===== src/hw/rtl/tisp_pkg.sv =====
// ---------------------------------------------------------------------------
// Telnet IAC stream parser package
// Shared types, byte codes, register indexes and classification functions.
// ---------------------------------------------------------------------------
package tisp_pkg;

  // Telnet byte codes
  localparam logic [7:0] B_IAC  = 8'hFF;
  localparam logic [7:0] B_SB   = 8'd250;
  localparam logic [7:0] B_SE   = 8'd240;
  localparam logic [7:0] B_WILL = 8'd251;
  localparam logic [7:0] B_DONT = 8'd254;
  localparam logic [7:0] B_DOT  = 8'h2E;

  // Preview limit ceiling and register reset values
  localparam logic [6:0] PREVIEW_MAX        = 7'd64;
  localparam logic [6:0] PREVIEW_LIMIT_RST  = 7'd64;
  localparam logic [7:0] SHOWN_LIMIT_RST    = 8'd6;
  localparam logic [15:0] NEG_COUNT_MAX     = 16'hFFFF;

  // Configuration port
  localparam int CFG_IDX_W  = 8;
  localparam int CFG_DATA_W = 8;
  localparam logic [CFG_IDX_W-1:0] CFG_PREVIEW_LIMIT = 8'd0;
  localparam logic [CFG_IDX_W-1:0] CFG_SHOWN_LIMIT   = 8'd1;

  localparam int IN_TDATA_W  = 8;
  localparam int OUT_TDATA_W = 64;

  typedef enum logic [2:0] {
    PH_DATA    = 3'd0,
    PH_IAC     = 3'd1,
    PH_VERB    = 3'd2,
    PH_SUB     = 3'd3,
    PH_SUB_IAC = 3'd4
  } phase_t;

  typedef enum logic [1:0] {
    EV_NONE    = 2'd0,
    EV_PREVIEW = 2'd1,
    EV_NEG     = 2'd2
  } ev_kind_t;

  typedef enum logic [1:0] {
    RK_PREVIEW = 2'd0,
    RK_NEG     = 2'd1,
    RK_SUMMARY = 2'd2
  } res_kind_t;

  // Classified byte handed from the front end to the back end.
  typedef struct packed {
    ev_kind_t   kind;
    logic [7:0] data_char;
    logic [1:0] verb;
    logic [7:0] option;
    logic       known;
    logic       last;
  } ev_t;

  typedef struct packed {
    res_kind_t   kind;
    logic [7:0]  data_char;
    logic [1:0]  verb_code;
    logic [7:0]  option_code;
    logic        option_known;
    logic [15:0] item_index;
    logic        shown;
    logic [15:0] negotiation_total;
    logic [6:0]  preview_total;
    logic        last_result;
  } res_t;

  function automatic logic [7:0] show_char(input logic [7:0] b);
    logic keep;
    keep = (b >= 8'h20 && b <= 8'h7E) || b == 8'h0D || b == 8'h0A || b == 8'h09;
    return keep ? b : B_DOT;
  endfunction

  function automatic logic opt_known(input logic [7:0] o);
    return o == 8'd0 || o == 8'd1 || o == 8'd3 || o == 8'd24 || o == 8'd31 ||
           o == 8'd32 || o == 8'd33 || o == 8'd34 || o == 8'd36;
  endfunction

endpackage


===== src/hw/rtl/telnet_iac_stream_parser_top.sv =====
// A byte's result is registered in the event queue, then in the back end output
// register. Throughput: one byte per cycle while the queue is not full; a final
// byte that also yields a preview or negotiation result holds the queue head for
// its summary (single back end output register). A 4-entry queue absorbs these.
// Reset (synchronous, active low) clears the parser, queue and counters and
// restores the preview limit to 64 and the shown limit to 6.
// ---------------------------------------------------------------------------
// Telnet IAC stream parser top level
// Front end parser, event queue and result back end with a config port.
// ---------------------------------------------------------------------------
module telnet_iac_stream_parser_top (
  input  logic                                clk,
  input  logic                                rst_n,
  input  logic                                in_tvalid,
  output logic                                in_tready,
  // [7:0] payload_byte
  input  logic [tisp_pkg::IN_TDATA_W-1:0]     in_tdata,
  input  logic                                in_tlast,
  output logic                                out_tvalid,
  input  logic                                out_tready,
  // [7:0] data_char, [9:8] verb_code, [17:10] option_code, [18] option_known,
  // [34:19] item_index, [35] shown, [51:36] negotiation_total,
  // [58:52] preview_total, [63:59] zero
  output logic [tisp_pkg::OUT_TDATA_W-1:0]    out_tdata,
  // [1:0] result_kind
  output logic [1:0]                          out_tuser,
  output logic                                out_tlast,
  input  logic                                cfg_valid,
  output logic                                cfg_ready,
  input  logic [tisp_pkg::CFG_IDX_W-1:0]      cfg_index,
  input  logic [tisp_pkg::CFG_DATA_W-1:0]     cfg_data
);
  import tisp_pkg::*;

  ev_t  push_ev, head_ev;
  logic ev_push, ev_pop, q_full, q_not_empty;
  res_t res;

  assign cfg_ready = 1'b1;

  tisp_front u_front (
    .clk      (clk),
    .rst_n    (rst_n),
    .in_valid (in_tvalid),
    .in_byte  (in_tdata),
    .in_last  (in_tlast),
    .q_full   (q_full),
    .in_ready (in_tready),
    .ev_push  (ev_push),
    .ev       (push_ev)
  );

  tisp_fifo #(
    .WIDTH ($bits(ev_t)),
    .DEPTH (4)
  ) u_fifo (
    .clk       (clk),
    .rst_n     (rst_n),
    .push      (ev_push),
    .wdata     (push_ev),
    .pop       (ev_pop),
    .rdata     (head_ev),
    .not_empty (q_not_empty),
    .full      (q_full)
  );

  tisp_back u_back (
    .clk       (clk),
    .rst_n     (rst_n),
    .ev_valid  (q_not_empty),
    .ev        (head_ev),
    .ev_pop    (ev_pop),
    .cfg_valid (cfg_valid),
    .cfg_index (cfg_index),
    .cfg_data  (cfg_data),
    .res_valid (out_tvalid),
    .res_ready (out_tready),
    .res       (res)
  );

  assign out_tuser = res.kind;
  assign out_tlast = res.last_result;
  assign out_tdata = {5'd0, res.preview_total, res.negotiation_total, res.shown,
                      res.item_index, res.option_known, res.option_code,
                      res.verb_code, res.data_char};

endmodule


===== src/hw/rtl/tisp_front.sv =====
// ---------------------------------------------------------------------------
// Telnet IAC parser front end
// Walks the IAC sequences byte by byte and turns each byte into an event.
// ---------------------------------------------------------------------------
module tisp_front (
  input  logic                    clk,
  input  logic                    rst_n,
  input  logic                    in_valid,
  input  logic [7:0]              in_byte,
  input  logic                    in_last,
  input  logic                    q_full,
  output logic                    in_ready,
  output logic                    ev_push,
  output tisp_pkg::ev_t           ev
);
  import tisp_pkg::*;

  phase_t     phase_r, phase_nxt;
  logic [1:0] held_verb_r, held_verb_nxt;
  logic       accept;
  logic       is_verb;

  assign in_ready = !q_full;
  assign accept   = in_valid && in_ready;
  assign is_verb  = in_byte >= B_WILL && in_byte <= B_DONT;

  // Next state
  always_comb begin
    phase_nxt     = phase_r;
    held_verb_nxt = held_verb_r;
    unique case (phase_r)
      PH_DATA: begin
        if (in_byte == B_IAC && !in_last) phase_nxt = PH_IAC;
      end
      PH_IAC: begin
        phase_nxt = PH_DATA;
        if (is_verb) begin
          if (!in_last) begin
            held_verb_nxt = 2'(in_byte - B_WILL);
            phase_nxt     = PH_VERB;
          end
        end else if (in_byte == B_SB) begin
          phase_nxt = PH_SUB;
        end
      end
      PH_VERB: phase_nxt = PH_DATA;
      PH_SUB: begin
        if (in_byte == B_IAC) phase_nxt = PH_SUB_IAC;
      end
      PH_SUB_IAC: begin
        if (in_byte == B_SE) phase_nxt = PH_DATA;
        else if (in_byte != B_IAC) phase_nxt = PH_SUB;
      end
      default: phase_nxt = PH_DATA;
    endcase
    // The final byte of a payload returns the parser to its idle state.
    if (in_last) begin
      phase_nxt     = PH_DATA;
      held_verb_nxt = 2'd0;
    end
  end

  // Event classification
  always_comb begin
    ev           = '0;
    ev.kind      = EV_NONE;
    ev.last      = in_last;
    unique case (phase_r)
      PH_DATA: begin
        if (!(in_byte == B_IAC && !in_last)) begin
          ev.kind      = EV_PREVIEW;
          ev.data_char = show_char(in_byte);
        end
      end
      PH_IAC: begin
        if (in_byte == B_IAC) begin
          ev.kind      = EV_PREVIEW;
          ev.data_char = B_IAC;
        end
      end
      PH_VERB: begin
        ev.kind   = EV_NEG;
        ev.verb   = held_verb_r;
        ev.option = in_byte;
        ev.known  = opt_known(in_byte);
      end
      PH_SUB, PH_SUB_IAC: ev.kind = EV_NONE;
      default: ev.kind = EV_NONE;
    endcase
  end

  // Bytes that lead to no result and do not end the payload stay here.
  assign ev_push = accept && (ev.kind != EV_NONE || in_last);

  always_ff @(posedge clk) begin
    if (!rst_n) begin
      phase_r     <= PH_DATA;
      held_verb_r <= 2'd0;
    end else if (accept) begin
      phase_r     <= phase_nxt;
      held_verb_r <= held_verb_nxt;
    end
  end

endmodule


===== src/hw/rtl/tisp_fifo.sv =====
// ---------------------------------------------------------------------------
// Telnet IAC parser event queue
// Small register queue that decouples the front end from the back end.
// ---------------------------------------------------------------------------
module tisp_fifo #(
  parameter int WIDTH = 8,
  parameter int DEPTH = 4
) (
  input  logic             clk,
  input  logic             rst_n,
  input  logic             push,
  input  logic [WIDTH-1:0] wdata,
  input  logic             pop,
  output logic [WIDTH-1:0] rdata,
  output logic             not_empty,
  output logic             full
);
  localparam int PW = (DEPTH > 1) ? $clog2(DEPTH) : 1;
  localparam int CW = $clog2(DEPTH + 1);

  logic [WIDTH-1:0] mem_r [DEPTH];
  logic [PW-1:0]    wr_ptr_r, rd_ptr_r;
  logic [CW-1:0]    count_r;
  logic             do_push, do_pop;

  assign not_empty = count_r != '0;
  assign full      = count_r == CW'(DEPTH);
  assign rdata     = mem_r[rd_ptr_r];
  assign do_push   = push && !full;
  assign do_pop    = pop && not_empty;

  function automatic logic [PW-1:0] bump(input logic [PW-1:0] p);
    return (p == PW'(DEPTH - 1)) ? '0 : p + PW'(1);
  endfunction

  always_ff @(posedge clk) begin
    if (do_push) mem_r[wr_ptr_r] <= wdata;
  end

  always_ff @(posedge clk) begin
    if (!rst_n) begin
      wr_ptr_r <= '0;
      rd_ptr_r <= '0;
      count_r  <= '0;
    end else begin
      if (do_push) wr_ptr_r <= bump(wr_ptr_r);
      if (do_pop)  rd_ptr_r <= bump(rd_ptr_r);
      if (do_push && !do_pop)      count_r <= count_r + CW'(1);
      else if (do_pop && !do_push) count_r <= count_r - CW'(1);
    end
  end

endmodule


===== src/hw/rtl/tisp_back.sv =====
// ---------------------------------------------------------------------------
// Telnet IAC parser back end
// Keeps the per-payload counters and the registers, and issues the results.
// ---------------------------------------------------------------------------
module tisp_back (
  input  logic                              clk,
  input  logic                              rst_n,
  input  logic                              ev_valid,
  input  tisp_pkg::ev_t                     ev,
  output logic                              ev_pop,
  input  logic                              cfg_valid,
  input  logic [tisp_pkg::CFG_IDX_W-1:0]    cfg_index,
  input  logic [tisp_pkg::CFG_DATA_W-1:0]   cfg_data,
  output logic                              res_valid,
  input  logic                              res_ready,
  output tisp_pkg::res_t                    res
);
  import tisp_pkg::*;

  logic [6:0]  prev_lim_r;
  logic [7:0]  shown_lim_r;
  logic [6:0]  prev_cnt_r, prev_cnt_nxt;
  logic [15:0] neg_cnt_r, neg_cnt_nxt;
  logic        sum_pend_r, sum_pend_nxt;
  logic        out_valid_r;
  res_t        res_r, res_nxt;
  logic        load;
  logic        out_free;
  logic [6:0]  lim;
  logic        room;

  assign out_free  = !out_valid_r || res_ready;
  assign lim       = (prev_lim_r > PREVIEW_MAX) ? PREVIEW_MAX : prev_lim_r;
  assign room      = prev_cnt_r < lim;
  assign res_valid = out_valid_r;
  assign res       = res_r;

  always_comb begin
    load         = 1'b0;
    ev_pop       = 1'b0;
    sum_pend_nxt = sum_pend_r;
    prev_cnt_nxt = prev_cnt_r;
    neg_cnt_nxt  = neg_cnt_r;
    res_nxt      = '0;
    res_nxt.kind = RK_SUMMARY;
    res_nxt.negotiation_total = neg_cnt_r;
    res_nxt.preview_total     = prev_cnt_r;
    res_nxt.last_result       = 1'b1;
    if (ev_valid) begin
      priority if (sum_pend_r || (ev.last && !(ev.kind == EV_NEG) &&
                                  !(ev.kind == EV_PREVIEW && room))) begin
        // Summary closes the payload and clears the counters.
        if (out_free) begin
          load         = 1'b1;
          ev_pop       = 1'b1;
          sum_pend_nxt = 1'b0;
          prev_cnt_nxt = '0;
          neg_cnt_nxt  = '0;
        end
      end else if (ev.kind == EV_NEG) begin
        if (out_free) begin
          load                 = 1'b1;
          res_nxt              = '0;
          res_nxt.kind         = RK_NEG;
          res_nxt.verb_code    = ev.verb;
          res_nxt.option_code  = ev.option;
          res_nxt.option_known = ev.known;
          res_nxt.item_index   = neg_cnt_r;
          res_nxt.shown        = neg_cnt_r < {8'd0, shown_lim_r};
          res_nxt.last_result  = !ev.last;
          if (neg_cnt_r != NEG_COUNT_MAX) neg_cnt_nxt = neg_cnt_r + 16'd1;
          if (ev.last) sum_pend_nxt = 1'b1;
          else ev_pop = 1'b1;
        end
      end else if (ev.kind == EV_PREVIEW && room) begin
        if (out_free) begin
          load                = 1'b1;
          res_nxt             = '0;
          res_nxt.kind        = RK_PREVIEW;
          res_nxt.data_char   = ev.data_char;
          res_nxt.item_index  = {9'd0, prev_cnt_r};
          res_nxt.last_result = !ev.last;
          prev_cnt_nxt        = prev_cnt_r + 7'd1;
          if (ev.last) sum_pend_nxt = 1'b1;
          else ev_pop = 1'b1;
        end
      end else begin
        // Preview full: the byte is dropped without a result.
        ev_pop = 1'b1;
      end
    end
  end

  always_ff @(posedge clk) begin
    if (load) res_r <= res_nxt;
  end

  always_ff @(posedge clk) begin
    if (!rst_n) begin
      out_valid_r <= 1'b0;
      sum_pend_r  <= 1'b0;
      prev_cnt_r  <= '0;
      neg_cnt_r   <= '0;
      prev_lim_r  <= PREVIEW_LIMIT_RST;
      shown_lim_r <= SHOWN_LIMIT_RST;
    end else begin
      if (load) out_valid_r <= 1'b1;
      else if (res_ready) out_valid_r <= 1'b0;
      sum_pend_r <= sum_pend_nxt;
      prev_cnt_r <= prev_cnt_nxt;
      neg_cnt_r  <= neg_cnt_nxt;
      if (cfg_valid) begin
        if (cfg_index == CFG_PREVIEW_LIMIT) prev_lim_r <= cfg_data[6:0];
        else if (cfg_index == CFG_SHOWN_LIMIT) shown_lim_r <= cfg_data[7:0];
      end
    end
  end

endmodule


===== config.mk =====
export PLATFORM = sky130hd
export DESIGN_NAME = telnet_iac_stream_parser_top
export DESIGN_NICKNAME = d
export VERILOG_FILES = /design/src/hw/rtl/tisp_pkg.sv /design/src/hw/rtl/telnet_iac_stream_parser_top.sv /design/src/hw/rtl/tisp_front.sv /design/src/hw/rtl/tisp_fifo.sv /design/src/hw/rtl/tisp_back.sv
export SDC_FILE = /design/constraint.sdc
export NUM_CORES = 1
export LEC_CHECK = 0
export BUFFER_PORTS_ARGS = -buffer_cell sky130_fd_sc_hd__buf_2
export CAP_MARGIN = 40
export CORE_ASPECT_RATIO = 2
export CORE_MARGIN = 3
export CORE_UTILIZATION = 55
export DETAILED_ROUTE_END_ITERATION = 7
export PLACE_DENSITY = 0.76
export SLEW_MARGIN = 30
export SYNTH_ARGS = -nofsm -noshare
export SYNTH_HDL_FRONTEND = slang
export SYNTH_SLANG_ARGS = --single-unit

===== constraint.sdc =====
create_clock -name clk -period 5.4 [get_ports clk]
set_clock_uncertainty 0.1 [all_clocks]
set_input_delay 1.08 -clock clk [delete_from_list [all_inputs] [get_ports clk]]
set_output_delay 1.08 -clock clk [all_outputs]
set_load 0.01 [all_outputs]

* Word-level counts from Yosys, hierarchy flattened
Memories as Yosys holds them, arrays and structs flattened. A register that Yosys moved wholly into a read port is not among the register bits.
Cells that the tools add are included.
W data, S select, Z words.
** Cells by class
- Muxes and demuxes :: 61
- Equal/unequal tests :: 31
- Reductions and logical operators :: 55
- Magnitude comparators :: 7
- Add/sub/neg operators :: 7
- Bitwise logic cells :: 2
** Operator list (number)
- $mux W62 :: 4
- $mux W16 :: 5
- $mux W24 :: 2
- $mux W7 :: 6
- $eq A8 B6 Y1 const B :: 4
- $eq A8 B4 Y1 const B :: 3
- $eq A8 B8 Y1 const B :: 3
- $mux W3 :: 8
- $mux W1 :: 21
- $mux W9 :: 2
- $add A16 B1 Y16 const B :: 1
- $eq A8 B1 Y1 const B :: 2
- $eq A8 B5 Y1 const B :: 2
- $logic_not A8 Y1 :: 2
- $lt A16 B8 Y1 :: 1
- $mux W2 :: 8
- $ne A16 B16 Y1 const B :: 1
- $pmux W8 S2 :: 1
- $reduce_bool A2 Y1 :: 8
- $logic_or A1 B1 Y1 :: 14
- $logic_and A1 B1 Y1 :: 12
- $pmux W3 S4 :: 1
- $reduce_and A4 Y1 :: 3
- $mux W11 :: 1
- 30 further kinds :: 48
** Storage, ports and cells
- Output and inout port bits :: 70
- Memories :: 1
- Word-level logic and storage cells :: 185
- Flip-flop bits (word level) :: 114
- Input bits :: 30
- Memory bits (writable) :: 88
** Memories
- u_fifo.mem_r :: depth 4, width 22, rd ports 1, clocked after memory_dff 1, write ports 1, RTL line tisp_fifo.sv:21 : logic [WIDTH-1:0] mem_r [DEPTH];

* Depth between registers and ports, before layout
Gate-level depths: netlist of run 1.
- Depth after elaboration :: 16
- Depth in mapped cells :: 15
- Depth with buffers taken out :: 15

* Cells and area by module
From an unflattened synthesis of run 1, not the netlist that was laid out.
** Unflattened totals
- Cell total of the unflattened synthesis :: 672
- Area, all modules :: 9061.2 um^2
** By module, submodules not included
- tisp_back :: sequential area each 2662.6 um^2, cells each 386, area each 4545.6 um^2, times used 1
- tisp_fifo :: sequential area each 2822.7 um^2, cells each 165, area each 3657.3 um^2, times used 1
- tisp_front :: sequential area each 100.1 um^2, cells each 113, area each 805.8 um^2, times used 1
- telnet_iac_stream_parser_top :: sequential area each 0.0 um^2, cells each 8, area each 52.6 um^2, times used 1

* Worst setup path before layout of run 1
OpenSTA, ideal clock, no wires.
- Kind :: input-to-reg
- Start point :: input in_tdata[5] in the netlist's numbering
- End point :: register u_fifo.count_r[2]
- Data arrival time :: 3.437 ns
- Path buffers :: 2
- Cell stages on the path :: 12
- Setup slack :: 1.793 ns
- Setup time :: 0.070 ns
- Required time :: 5.230 ns
- Path through :: buf_2 -> nand3_1 -> or3_1 -> nor3_1 -> a211o_1 -> clkbuf_1 -> ha_1 -> inv_1 -> fa_1 -> xor2_1 -> or3_1 -> a21oi_1
** On the way
- Word-level cells in the longest chain between the ends :: 11
- Elaborated cells between the ends (all ways) :: 14
- Those cells by class :: eq/ne: 1; mux: 4; reduce/logical: 9
** Ends and longest elaborated chain
- start: declaration :: RTL line telnet_iac_stream_parser_top.sv:17 : input logic [tisp_pkg::IN_TDATA_W-1:0] in_tdata,
- $eq A8 B8 Y1 (*) :: RTL line tisp_front.sv:70, tisp_front.sv:76
- $logic_and A1 B1 Y1 :: RTL line tisp_front.sv:70 : if (!(in_byte == B_IAC && !in_last)) begin
- $mux W9 :: RTL line tisp_front.sv:70
- $pmux W2 S3 (*) :: RTL line tisp_front.sv:68 : unique case (phase_r)
- $reduce_bool A2 Y1 (*) :: RTL line tisp_front.sv:93 : assign ev_push = accept && (ev.kind != EV_NONE || in_last);
- $logic_or A1 B1 Y1 (*) :: RTL line tisp_front.sv:93
- $logic_and A1 B1 Y1 (*) :: RTL line tisp_front.sv:93
- $logic_and A1 B1 Y1 (*) :: RTL line tisp_fifo.sv:29 : assign do_push = push && !full;
- net u_fifo.do_push :: RTL line tisp_fifo.sv:24 : logic do_push, do_pop;
- $logic_not A1 Y1 :: RTL line tisp_fifo.sv:49 : else if (do_pop && !do_push) count_r <= count_r - CW'(1);
- $logic_and A1 B1 Y1 :: RTL line tisp_fifo.sv:49
- $reduce_bool A2 Y1 (no line)
- end signal: assignment :: RTL line tisp_fifo.sv:48 : if (do_push && !do_pop) count_r <= count_r + CW'(1);
- end signal: assignment :: RTL line tisp_fifo.sv:49
- end: declaration :: RTL line tisp_fifo.sv:23 : logic [CW-1:0] count_r;
The timed path passes the listed nets; every way through them passes the cells marked *.
A chain may end at the register's enable or synchronous reset.

==> results_dict.tcl, run 1 <==
set metrics [dict create \
    crit_path_end_kind "flip-flop" \
    ff2ff_path_depth 13 \
    tightest_slew_ns 0.815 \
    syn_inst 675 \
    clk_latency_ns 0.47 \
    ys_types 65 \
    criticalPathCategory "flip-flop to flip-flop" \
    ir_drop_mv 0.289 \
    reg2reg_slack_ns 1.65 \
    rows 65 \
    finish.instance_area_sq_um 10200 \
    dp_cells 950 \
    start_util_pct 56.1 \
    dp_hpwl_mm 14.6 \
    fin_setup_tns_ns 0 \
    grt_pass1_wl_mm 30.3 \
    grt-ovfl-total 0 \
    fin_util_pct 64.0 \
    synth-seq-cells 204 \
    cts_hold_buf 0 \
    ant_nets 0 \
    maxCapViolCount 0 \
    finalNonFillerCells 980 \
    synth_area_sq_um 8900 \
    async_flop_share_pct 0 \
    wire_per_inst_um 19.7 \
    preCtsSetupSlack_ns 1.44 \
    synthTopCellsByCount "edfxtp_1 (150), nor2_1 (55), dfxtp_1 (54)" \
    vias_per_cell 5.94 \
    synth_warnings 0 \
    dr.pass1.iters 5 \
    synth_flop_cell "edfxtp_1" \
    min_period_ns 3.75 \
    worstSetupEndpoint "u_fifo.count_r[2]" \
    synth_fa_ha_area_share_pct 3.74 \
    first_global_vias 5896 \
    rsz0062_at_grt "no" \
    nets 825 \
    fillers 1189 \
    place.port_buffers 93 \
    path_max_fanout 17 \
    coreArea_sq_um 15900 \
    start_kind "flip-flop" \
    power.density_nw_per_um2 477 \
    leakage_nw 3.89 \
    synth-compound-area-share_pct 6.41 \
    synth_xor_area_share_pct 1.48 \
    cts.sinks 204 \
    clk_path_buf_depth 3 \
    cts-root-buf "clkbuf_16" \
    grtUsageTotal_pct 22.4 \
    status "completed" \
    fmaxAchievable_mhz 267 \
    synth_edf_count 150 \
    clk_pin_slew_ns 0.07 \
    hold_class "flip-flop to flip-flop" \
    whs_ns 0.354 \
    drc_errors 0 \
    drive_gt1_share_pct 21.1 \
    required_ns 5.70 \
    arrival_ns 4.04 \
    cts_tree "built" \
    antenna_found_initial 0 \
    synth.most_common_cell "edfxtp_1" \
    numCtsBuffers 17 \
    final-hold-violation-count 0 \
    synth_top_area_share_pct 50.6 \
    drtIter0Drc 258 \
    post-cts-setup-buffers 0 \
    wl_mm 19.3 \
    vias 5819 \
    synthMuxAreaShare_pct 7.93 \
    grt_max_degree 35 \
    gp_congestion 0.919 \
    area_growth_pct 14.0 \
    htreeDepth 1 \
    relSlewSlack_pct 44.2 \
    r2r-end "u_fifo.count_r[2]" \
    ys_seq_area_share_pct 62.7 \
    die_y_um 186 \
    placed_cell_area_sq_um 9580 \
    synth.area.top_cells "edfxtp_1 (51%), dfxtp_1 (12%), mux4_2 (5.6%), ha_1 (3.5%), mux2i_1 (2.4%)" \
    synth_top_family_by_area "simple AND/OR/NAND/NOR gates" \
    maxSlewViolCount 0 \
    postSynthAreaPerCell_sq_um 13.2 \
    fin_ws_ns 1.65 \
    die-area_sq_um 17800 \
    finalSetupViolCount 0 \
    cts_resized 0 \
    synthSimpleGateAreaFrac_pct 14.8 \
    power_mw 4.84 \
    diodes 0 \
    die_w_um 96.0 \
    finalCritPeriodShare_pct 69.4 \
    yosys.area.top_type "edfxtp_1" \
    num_io_pins 100 \
]
registers in the layout, indices dropped and copies added, names as in the netlist, 3 cells and up, named ones only:
signal	count
u_fifo.count_r	3
u_back.res	62
u_back.prev_lim_r	7
u_fifo.mem_r	88
u_back.neg_cnt_r	16
u_back.prev_cnt_r	7
u_back.shown_lim_r	8
u_front.phase_r	3
power breakdown:
group / total, mW / switching [mW] / leakage [nW] / internal [mW]
registers: 2.27 / 0.133 / 1.89 / 2.14
clock network: 1.20 / 0.516 / 0.267 / 0.681
logic: 1.37 / 0.836 / 1.74 / 0.536
kinds of logic (layout without fill, tap and decap cells):
family | count (synthesis) | after routing
other | 2 | 6
muxes | 43 | 43
and+or+nand+nor | 245 | 245
buffers and inverters | 57 | 157
DFF | 204 | 204
xor gates and xnor gates | 15 | 15
AOI/OAI and AO/OA | 83 | 83
adders and majority gates | 26 | 26
cell usage in the layout (no fill, tap or decap), types with 3 or more instances in the layout:
cell type | Yosys | layout
xor2_1 | 10 | 10
nand4_1 | 13 | 13
conb_1 | 2 | 6
xnor2_1 | 5 | 5
nor4b_1 | 3 | 3
nand2_1 | 31 | 31
a22o_1 | 5 | 5
clkbuf_16 | 0 | 17
a2111oi_0 | 5 | 5
nor4_1 | 9 | 9
buf_2 | 5 | 93
nor2b_1 | 22 | 22
or3_1 | 15 | 15
nor2_1 | 55 | 55
dfxtp_1 | 54 | 54
inv_1 | 23 | 23
clkinv_2 | 0 | 3
and2_2 | 0 | 5
o21ai_0 | 19 | 19
a21o_1 | 9 | 9
a21oi_1 | 17 | 17
ha_1 | 25 | 25
o21bai_1 | 3 | 3
nand3_1 | 18 | 18
nor3_1 | 14 | 14
and2_1 | 33 | 28
edfxtp_1 | 150 | 150
buf_4 | 6 | 5
and3_1 | 16 | 16
clkbuf_8 | 0 | 4
o21a_1 | 3 | 3
mux4_2 | 22 | 22
mux2i_1 | 21 | 21
metal layers:
metal	vias up	wire length (um)	global-route usage [%]
met2	204	11200	43.6
li1	2689	-	-
met3	62	865	2.35
met4	0	1050	12.3
met5	-	0	0
met1	2864	6170	22.1
worst min-delay path by stage:
| stage | start | endpoint | cells after the start |
|---|---|---|---|
| CTS | u_front.held_verb_r[1] | u_front.held_verb_r[1] | 2 |
| global placement | u_front.held_verb_r[0] | u_front.held_verb_r[0] | 2 |
| detailed placement | u_front.held_verb_r[1] | u_front.held_verb_r[1] | 2 |
| global route | u_front.held_verb_r[0] | u_front.held_verb_r[0] | 2 |
| finish | u_front.held_verb_r[1] | u_front.held_verb_r[1] | 2 |
| floorplan | u_front.held_verb_r[0] | u_front.held_verb_r[0] | 2 |
critical path, stage by stage, from the launching register on:
cell and delay [ns]:
dfxtp_1 0.53, buf_4 0.40, mux4_2 0.62, nor3b_2 0.32, nor2_1 0.09, nor2_1 0.12
a21oi_1 0.14, inv_1 0.10, ha_1 0.18, inv_1 0.07, fa_1 0.38, xor2_1 0.18
or3_1 0.30, a21oi_1 0.14
layout make-up:
cell class                 count  area (sq um)  area share (%)
sequential                   204          5590            55.0
multi-input combinational    418          3090            30.4
timing repair buffer         105           593            5.84
clock buffer                  22           484            4.77
tap                          201           251            2.48
inverter                      23          86.3           0.850
clock inverter                 7          63.8           0.629
Power figures use the tool's default switching activity.
==> inputs of run 2 (changes only) <==
Settings changed: CORE_UTILIZATION 55 to 53.
Clock period 5.4 ns to 3.37 ns, I/O delays scaled along.
==> run 2 against run 1 <==
Compared with the run above:
- sequential cell count unchanged
- final area is 1.3% higher
- critical endpoint unchanged
- utilization is 1.1 points lower
- sequential power is 60% higher
- wire length increased by 5.4%
- combinational power is 65% higher
- largest power group unchanged
- clock power increased by 68%
- total power rose by 63%
- global-route usage decreased by 0.28 points
- largest cell class unchanged
- maximum frequency rose by 23%
- first-iteration DRC count fell by 5.0%
- clock-buffer cell count shrank 1
==> results_dict.tcl, run 2 (synthesized netlist as in run 1, its figures left out) <==
set metrics [dict create \
    status "completed" \
    top_register "u_fifo.mem_r" \
    place.port_buffers 93 \
    wl_mm 20.4 \
    nets 841 \
    use_met2_pct 43.1 \
    clk_path_buf_depth 3 \
    largest_reg_flops 88 \
    die_w_um 97.6 \
    ir_drop_mv 0.499 \
    finalCritPeriodShare_pct 90.8 \
    diodes 0 \
    ant_nets 0 \
    arrival_ns 3.36 \
    met3_usage_pct 2.73 \
    maxCapViolCount 0 \
    path_cells "inv_2, nand2_1, ha_1, nand3_1, or3_1, a21oi_1, nor2_1, a21oi_1, inv_1, ha_1, inv_1, fa_1, xor2_1, or3_1, a21oi_1" \
    ff_latch_area_sq_um 5590 \
    coreArea_sq_um 16400 \
    cts_tree "built" \
    rows 66 \
    dp_hpwl_mm 15.3 \
    r2r-end "u_fifo.count_r[2]" \
    post-cts-setup-buffers 0 \
    gp_congestion 0.994 \
    finish.instance_area_sq_um 10300 \
    drive_gt1_share_pct 22.5 \
    switching_power_mw 2.48 \
    cts-root-buf "clkbuf_16" \
    layout_commonest_cell "edfxtp_1" \
    r2r_start "u_back.prev_lim_r[6]" \
    max_stage_delay_ns 0.41 \
    cts_hold_buf 0 \
    p_sw_share_pct 31.4 \
    maxSlewViolCount 0 \
    start_kind "flip-flop" \
    fin_setup_tns_ns 0 \
    rsz0062_at_grt "no" \
    power_mw 7.90 \
    power.density_nw_per_um2 769 \
    wire_per_inst_um 20.3 \
    cts_resized 0 \
    area_growth_pct 15.5 \
    top_usage_layer "met2" \
    path_max_fanout 7 \
    die-area_sq_um 18500 \
    die_y_um 189 \
    vias_per_cell 5.90 \
    clk_latency_ns 0.50 \
    grt_pass1_wl_mm 32.3 \
    grtUsageTotal_pct 22.1 \
    drc_errors 0 \
    dr.pass1.iters 5 \
    clk_pin_slew_ns 0.08 \
    cp_common_cell "a21oi_1" \
    final-hold-violation-count 0 \
    cts.sinks 204 \
    start_util_pct 54.4 \
    ff2ff_path_depth 15 \
    grt-ovfl-total 0 \
    setup.worst_path.start "u_back.prev_lim_r[6]" \
    clkPwrFrac_pct 25.5 \
    criticalPathCategory "flip-flop to flip-flop" \
    grt_max_degree 46 \
    first_global_vias 6101 \
    required_ns 3.67 \
    internal-power_mw 5.43 \
    relSlewSlack_pct 50.1 \
    finalSetupViolCount 0 \
    num_io_pins 100 \
    global_route.usage.met1_pct 21.5 \
    antenna_found_initial 0 \
    power_frac_seq_pct 45.9 \
    numCtsBuffers 18 \
    layout_common_cells "edfxtp_1 (150), buf_2 (93), nor2_1 (55)" \
    crit_path_end_kind "flip-flop" \
    placed_cell_area_sq_um 9700 \
    comb_power_share_pct 28.6 \
    tightest_slew_ns 0.729 \
    worstSetupEndpoint "u_fifo.count_r[2]" \
    crit_slowest_cell "or3_1" \
    fmaxAchievable_mhz 327 \
    drtIter0Drc 245 \
    htreeDepth 1 \
    fillers 1256 \
    multi_input_area_sq_um 3080 \
    hold_class "primary input to flip-flop" \
    vias 5907 \
    min_period_ns 3.06 \
    leakage_nw 3.97 \
    reg2reg_slack_ns 0.31 \
]
## run 2: changes by cell type in the layout (fill, tap and decap cells not counted), moves of 2 or more
cell,delta
and2_2,-4
buf_6,-2
buf_4,+20
and2_1,+4
clkbuf_8,-2
## run 2: metal layers
layer | part of all wire, % | wire length (um)
met1 | 32 | 6610
met2 | 58 | 11700
met3 | 3.6 | 742
met4 | 6.3 | 1290
met5 | 0 | 0
## run 2: final cells by class
class                           instances  share of cell area (%)
Sequential cell                       204                    54.3
Multi-Input combinational cell        418                    30.0
Timing Repair Buffer                  120                    6.69
Clock buffer                           21                    4.69
Tap cell                              204                    2.48
Clock inverter                         11                   0.986
Inverter                               23                   0.840
## run 2: through the flow
step / utilization, % / setup slack [ns] / hold WS [ns] / instances
3_3_place_gp: 59.2 / 0.158 / 0.340 / 968
2_1_floorplan: - / 0.169 / 0.328 / 679
4_1_cts: 62.9 / 0.219 / 0.330 / 1001
3_5_place_dp: 59.3 / 0.0486 / 0.346 / 969
5_1_grt: 62.9 / 0.0743 / 0.344 / 1001
6_report: 62.9 / 0.310 / 0.343 / 1001
## run 2: power by group through the flow
stage               Combinational, mW  Clock [mW]  Sequential, mW
detailed placement               2.28           0            3.69
global route                     2.47        2.15            3.69
global placement                 2.21           0            3.66
floorplan                        1.15           0            3.87
finish                           2.26        2.01            3.63
CTS                              2.30        2.04            3.64
## run 2: worst min path at each step
stage | start | to | cells after the start
2_1_floorplan | u_front.held_verb_r[0] | u_front.held_verb_r[0] | 2
3_3_place_gp | u_front.held_verb_r[0] | u_front.held_verb_r[0] | 2
3_5_place_dp | u_front.held_verb_r[1] | u_front.held_verb_r[1] | 2
4_1_cts | cfg_data[1] | u_back.shown_lim_r[1] | 3
5_1_grt | cfg_data[7] | u_back.shown_lim_r[7] | 3
6_report | cfg_data[1] | u_back.shown_lim_r[1] | 3
## run 2: worst max-delay path, delay by kind of cell, from the launching register on
kind                     cells  cell delay (ns)
AND/OR/NAND/NOR              5             0.92
buffers and inverters        3             0.26
adder cells (fa/ha/maj)      3             0.73
AO/OA/AOI/OAI                3             0.56
flip-flops                   1             0.32
XOR/XNOR                     1             0.07
==> inputs of run 3 (changes only) <==
Settings changed: CORE_UTILIZATION 53 to 45, PLACE_DENSITY 0.76 to 0.66.
==> run 3 against run 2 <==
Compared with the run above:
- total power rose by 1.7%
- sequential share of layout area fell by 0.56 points
- first-iteration DRC count fell by 6.1%
- register-to-register slack got worse by 0.06 ns
==> results_dict.tcl, run 3 (synthesized netlist as in run 1, its figures left out) <==
set metrics [dict create \
    drc_errors 0 \
    cts.sinks 204 \
    grtUsageTotal_pct 18.9 \
    criticalPathCategory "flip-flop to flip-flop" \
    cts_hold_buf 0 \
    p_sw_share_pct 31.0 \
    r2r_start "u_back.prev_lim_r[6]" \
    start_kind "flip-flop" \
    antenna_found_initial 0 \
    tightest_slew_ns 0.763 \
    die_w_um 105 \
    first_global_vias 5975 \
    internal-power_mw 5.55 \
    coreArea_sq_um 19400 \
    dr.pass1.iters 5 \
    fin_util_pct 53.6 \
    switching_power_mw 2.49 \
    finalCritPeriodShare_pct 92.6 \
    drive_gt1_share_pct 22.7 \
    htreeDepth 1 \
    power.density_nw_per_um2 774 \
    post-cts-setup-buffers 0 \
    vias 5789 \
    dp_cells 1025 \
    power_mw 8.04 \
    die-area_sq_um 21600 \
    nets 842 \
    clk_latency_ns 0.50 \
    place.port_buffers 93 \
    cts-root-buf "clkbuf_16" \
    max_stage_delay_ns 0.43 \
    wl_mm 20.3 \
    leakage_nw 4.00 \
    clk_pin_slew_ns 0.07 \
    maxCapViolCount 0 \
    clk_path_buf_depth 3 \
    clkPwrFrac_pct 27.1 \
    path_max_fanout 7 \
    layout_commonest_cell "edfxtp_1" \
    num_io_pins 100 \
    ff2ff_path_depth 15 \
    rsz0062_at_grt "no" \
    hold_start "cfg_data[7]" \
    wire_per_inst_um 19.2 \
    largest_reg_flops 88 \
    comb_power_share_pct 27.8 \
    die_y_um 205 \
    path_buf_inv 3 \
    whs_endpoint "u_back.shown_lim_r[7]" \
    required_ns 3.69 \
    ir_drop_mv 0.483 \
    status "completed" \
    path_cells "inv_1, nand2_1, ha_1, nand3_1, or3_1, a21oi_1, nor2_1, a21oi_2, inv_1, ha_1, inv_1, fa_1, xor2_1, or3_1, a21oi_1" \
    grt-ovfl-total 0 \
    area_growth_pct 16.7 \
    start_util_pct 46.0 \
    rows 72 \
    ant_nets 0 \
    vias_per_cell 5.48 \
    crit_path_end_kind "flip-flop" \
    arrival_ns 3.44 \
    relSlewSlack_pct 47.8 \
    grt_max_degree 63 \
    drtIter0Drc 230 \
    final-hold-violation-count 0 \
    fmaxAchievable_mhz 321 \
    finalSetupViolCount 0 \
    crit_family "simple AND/OR/NAND/NOR gates" \
    numCtsBuffers 18 \
    reg2reg_slack_ns 0.25 \
    power_frac_seq_pct 45.1 \
    diodes 0 \
    top_register "u_fifo.mem_r" \
    hold_class "primary input to flip-flop" \
    grt_pass1_wl_mm 31.8 \
    layout_common_cells "edfxtp_1 (150), buf_2 (93), nor2_1 (55)" \
    holdPathStages 3 \
    dp_hpwl_mm 15.2 \
    crit_slowest_cell "or3_1" \
    maxSlewViolCount 0 \
    r2r-end "u_fifo.count_r[2]" \
    cts_tree "built" \
    finalNonFillerCells 1057 \
    cp_common_cell "inv_1" \
    gp_congestion 0.932 \
    whs_ns 0.325 \
    min_period_ns 3.12 \
]
## run 3: power groups by stage
stage,Sequential [mW],Combinational [mW],Clock [mW]
after floorplan,3.87,1.15,0
after global placement,3.67,2.22,0
after detailed placement,3.69,2.27,0
after CTS,3.64,2.28,2.23
after global routing,3.68,2.45,2.31
final,3.63,2.24,2.18
## run 3: per-stage QoR
stage / setup TNS [ns] / instance area, sq um / worst slack, ns
global route: 0 / 10400 / 0.0236
floorplan: 0 / 8920 / 0.169
detailed placement: -0.000421 / 9750 / -0.000421
global placement: 0 / 9750 / 0.0833
finish: 0 / 10400 / 0.250
CTS: 0 / 10400 / 0.132
## run 3: area by class of cell
class,count,area (sq um)
repair buffers,121,676
inverters,23,86.3
well taps,259,324
fillers,1622,8980
flip-flops and latches,204,5590
clock inverters,10,144
clock buffers,22,485
multi-input cells,418,3090
## run 3: how the worst max path moves through the flow
stage / from / end / slack (ns) / depth (start not counted)
floorplan: in_tdata[5] / u_fifo.count_r[2] / 0.17 / 12
global placement: in_tdata[1] / u_fifo.count_r[2] / 0.08 / 12
detailed placement: in_tdata[1] / u_fifo.count_r[2] / -0.0004 / 12
CTS: u_back.prev_lim_r[6] / u_fifo.count_r[2] / 0.13 / 15
global route: u_back.prev_lim_r[6] / u_fifo.count_r[2] / 0.02 / 15
finish: u_back.prev_lim_r[6] / u_fifo.count_r[2] / 0.25 / 15
## run 3: worst reg2reg max path, stage by stage (launching register included)
cell and delay [ns]:
dfxtp_1 0.32, inv_1 0.15, nand2_1 0.09, ha_1 0.34, nand3_1 0.10, or3_1 0.43
a21oi_1 0.19, nor2_1 0.07, a21oi_2 0.18, inv_1 0.07, ha_1 0.22, inv_1 0.08
fa_1 0.18, xor2_1 0.07, or3_1 0.31, a21oi_1 0.14
## run 3: routing by layer
layer	vias to the layer above	track usage, %	share of wire (%)
met5	-	0	0
met4	0	10.2	5.3
met3	68	2.68	4.6
met2	186	37.5	58
met1	2803	18.1	32
li1	2732	-	-
## run 3: repair_timing
item | CTS | global route
setup endpoints to repair | 0 | 1
hold endpoints to repair | 0 | 0
gates resized for setup | 0 | 1
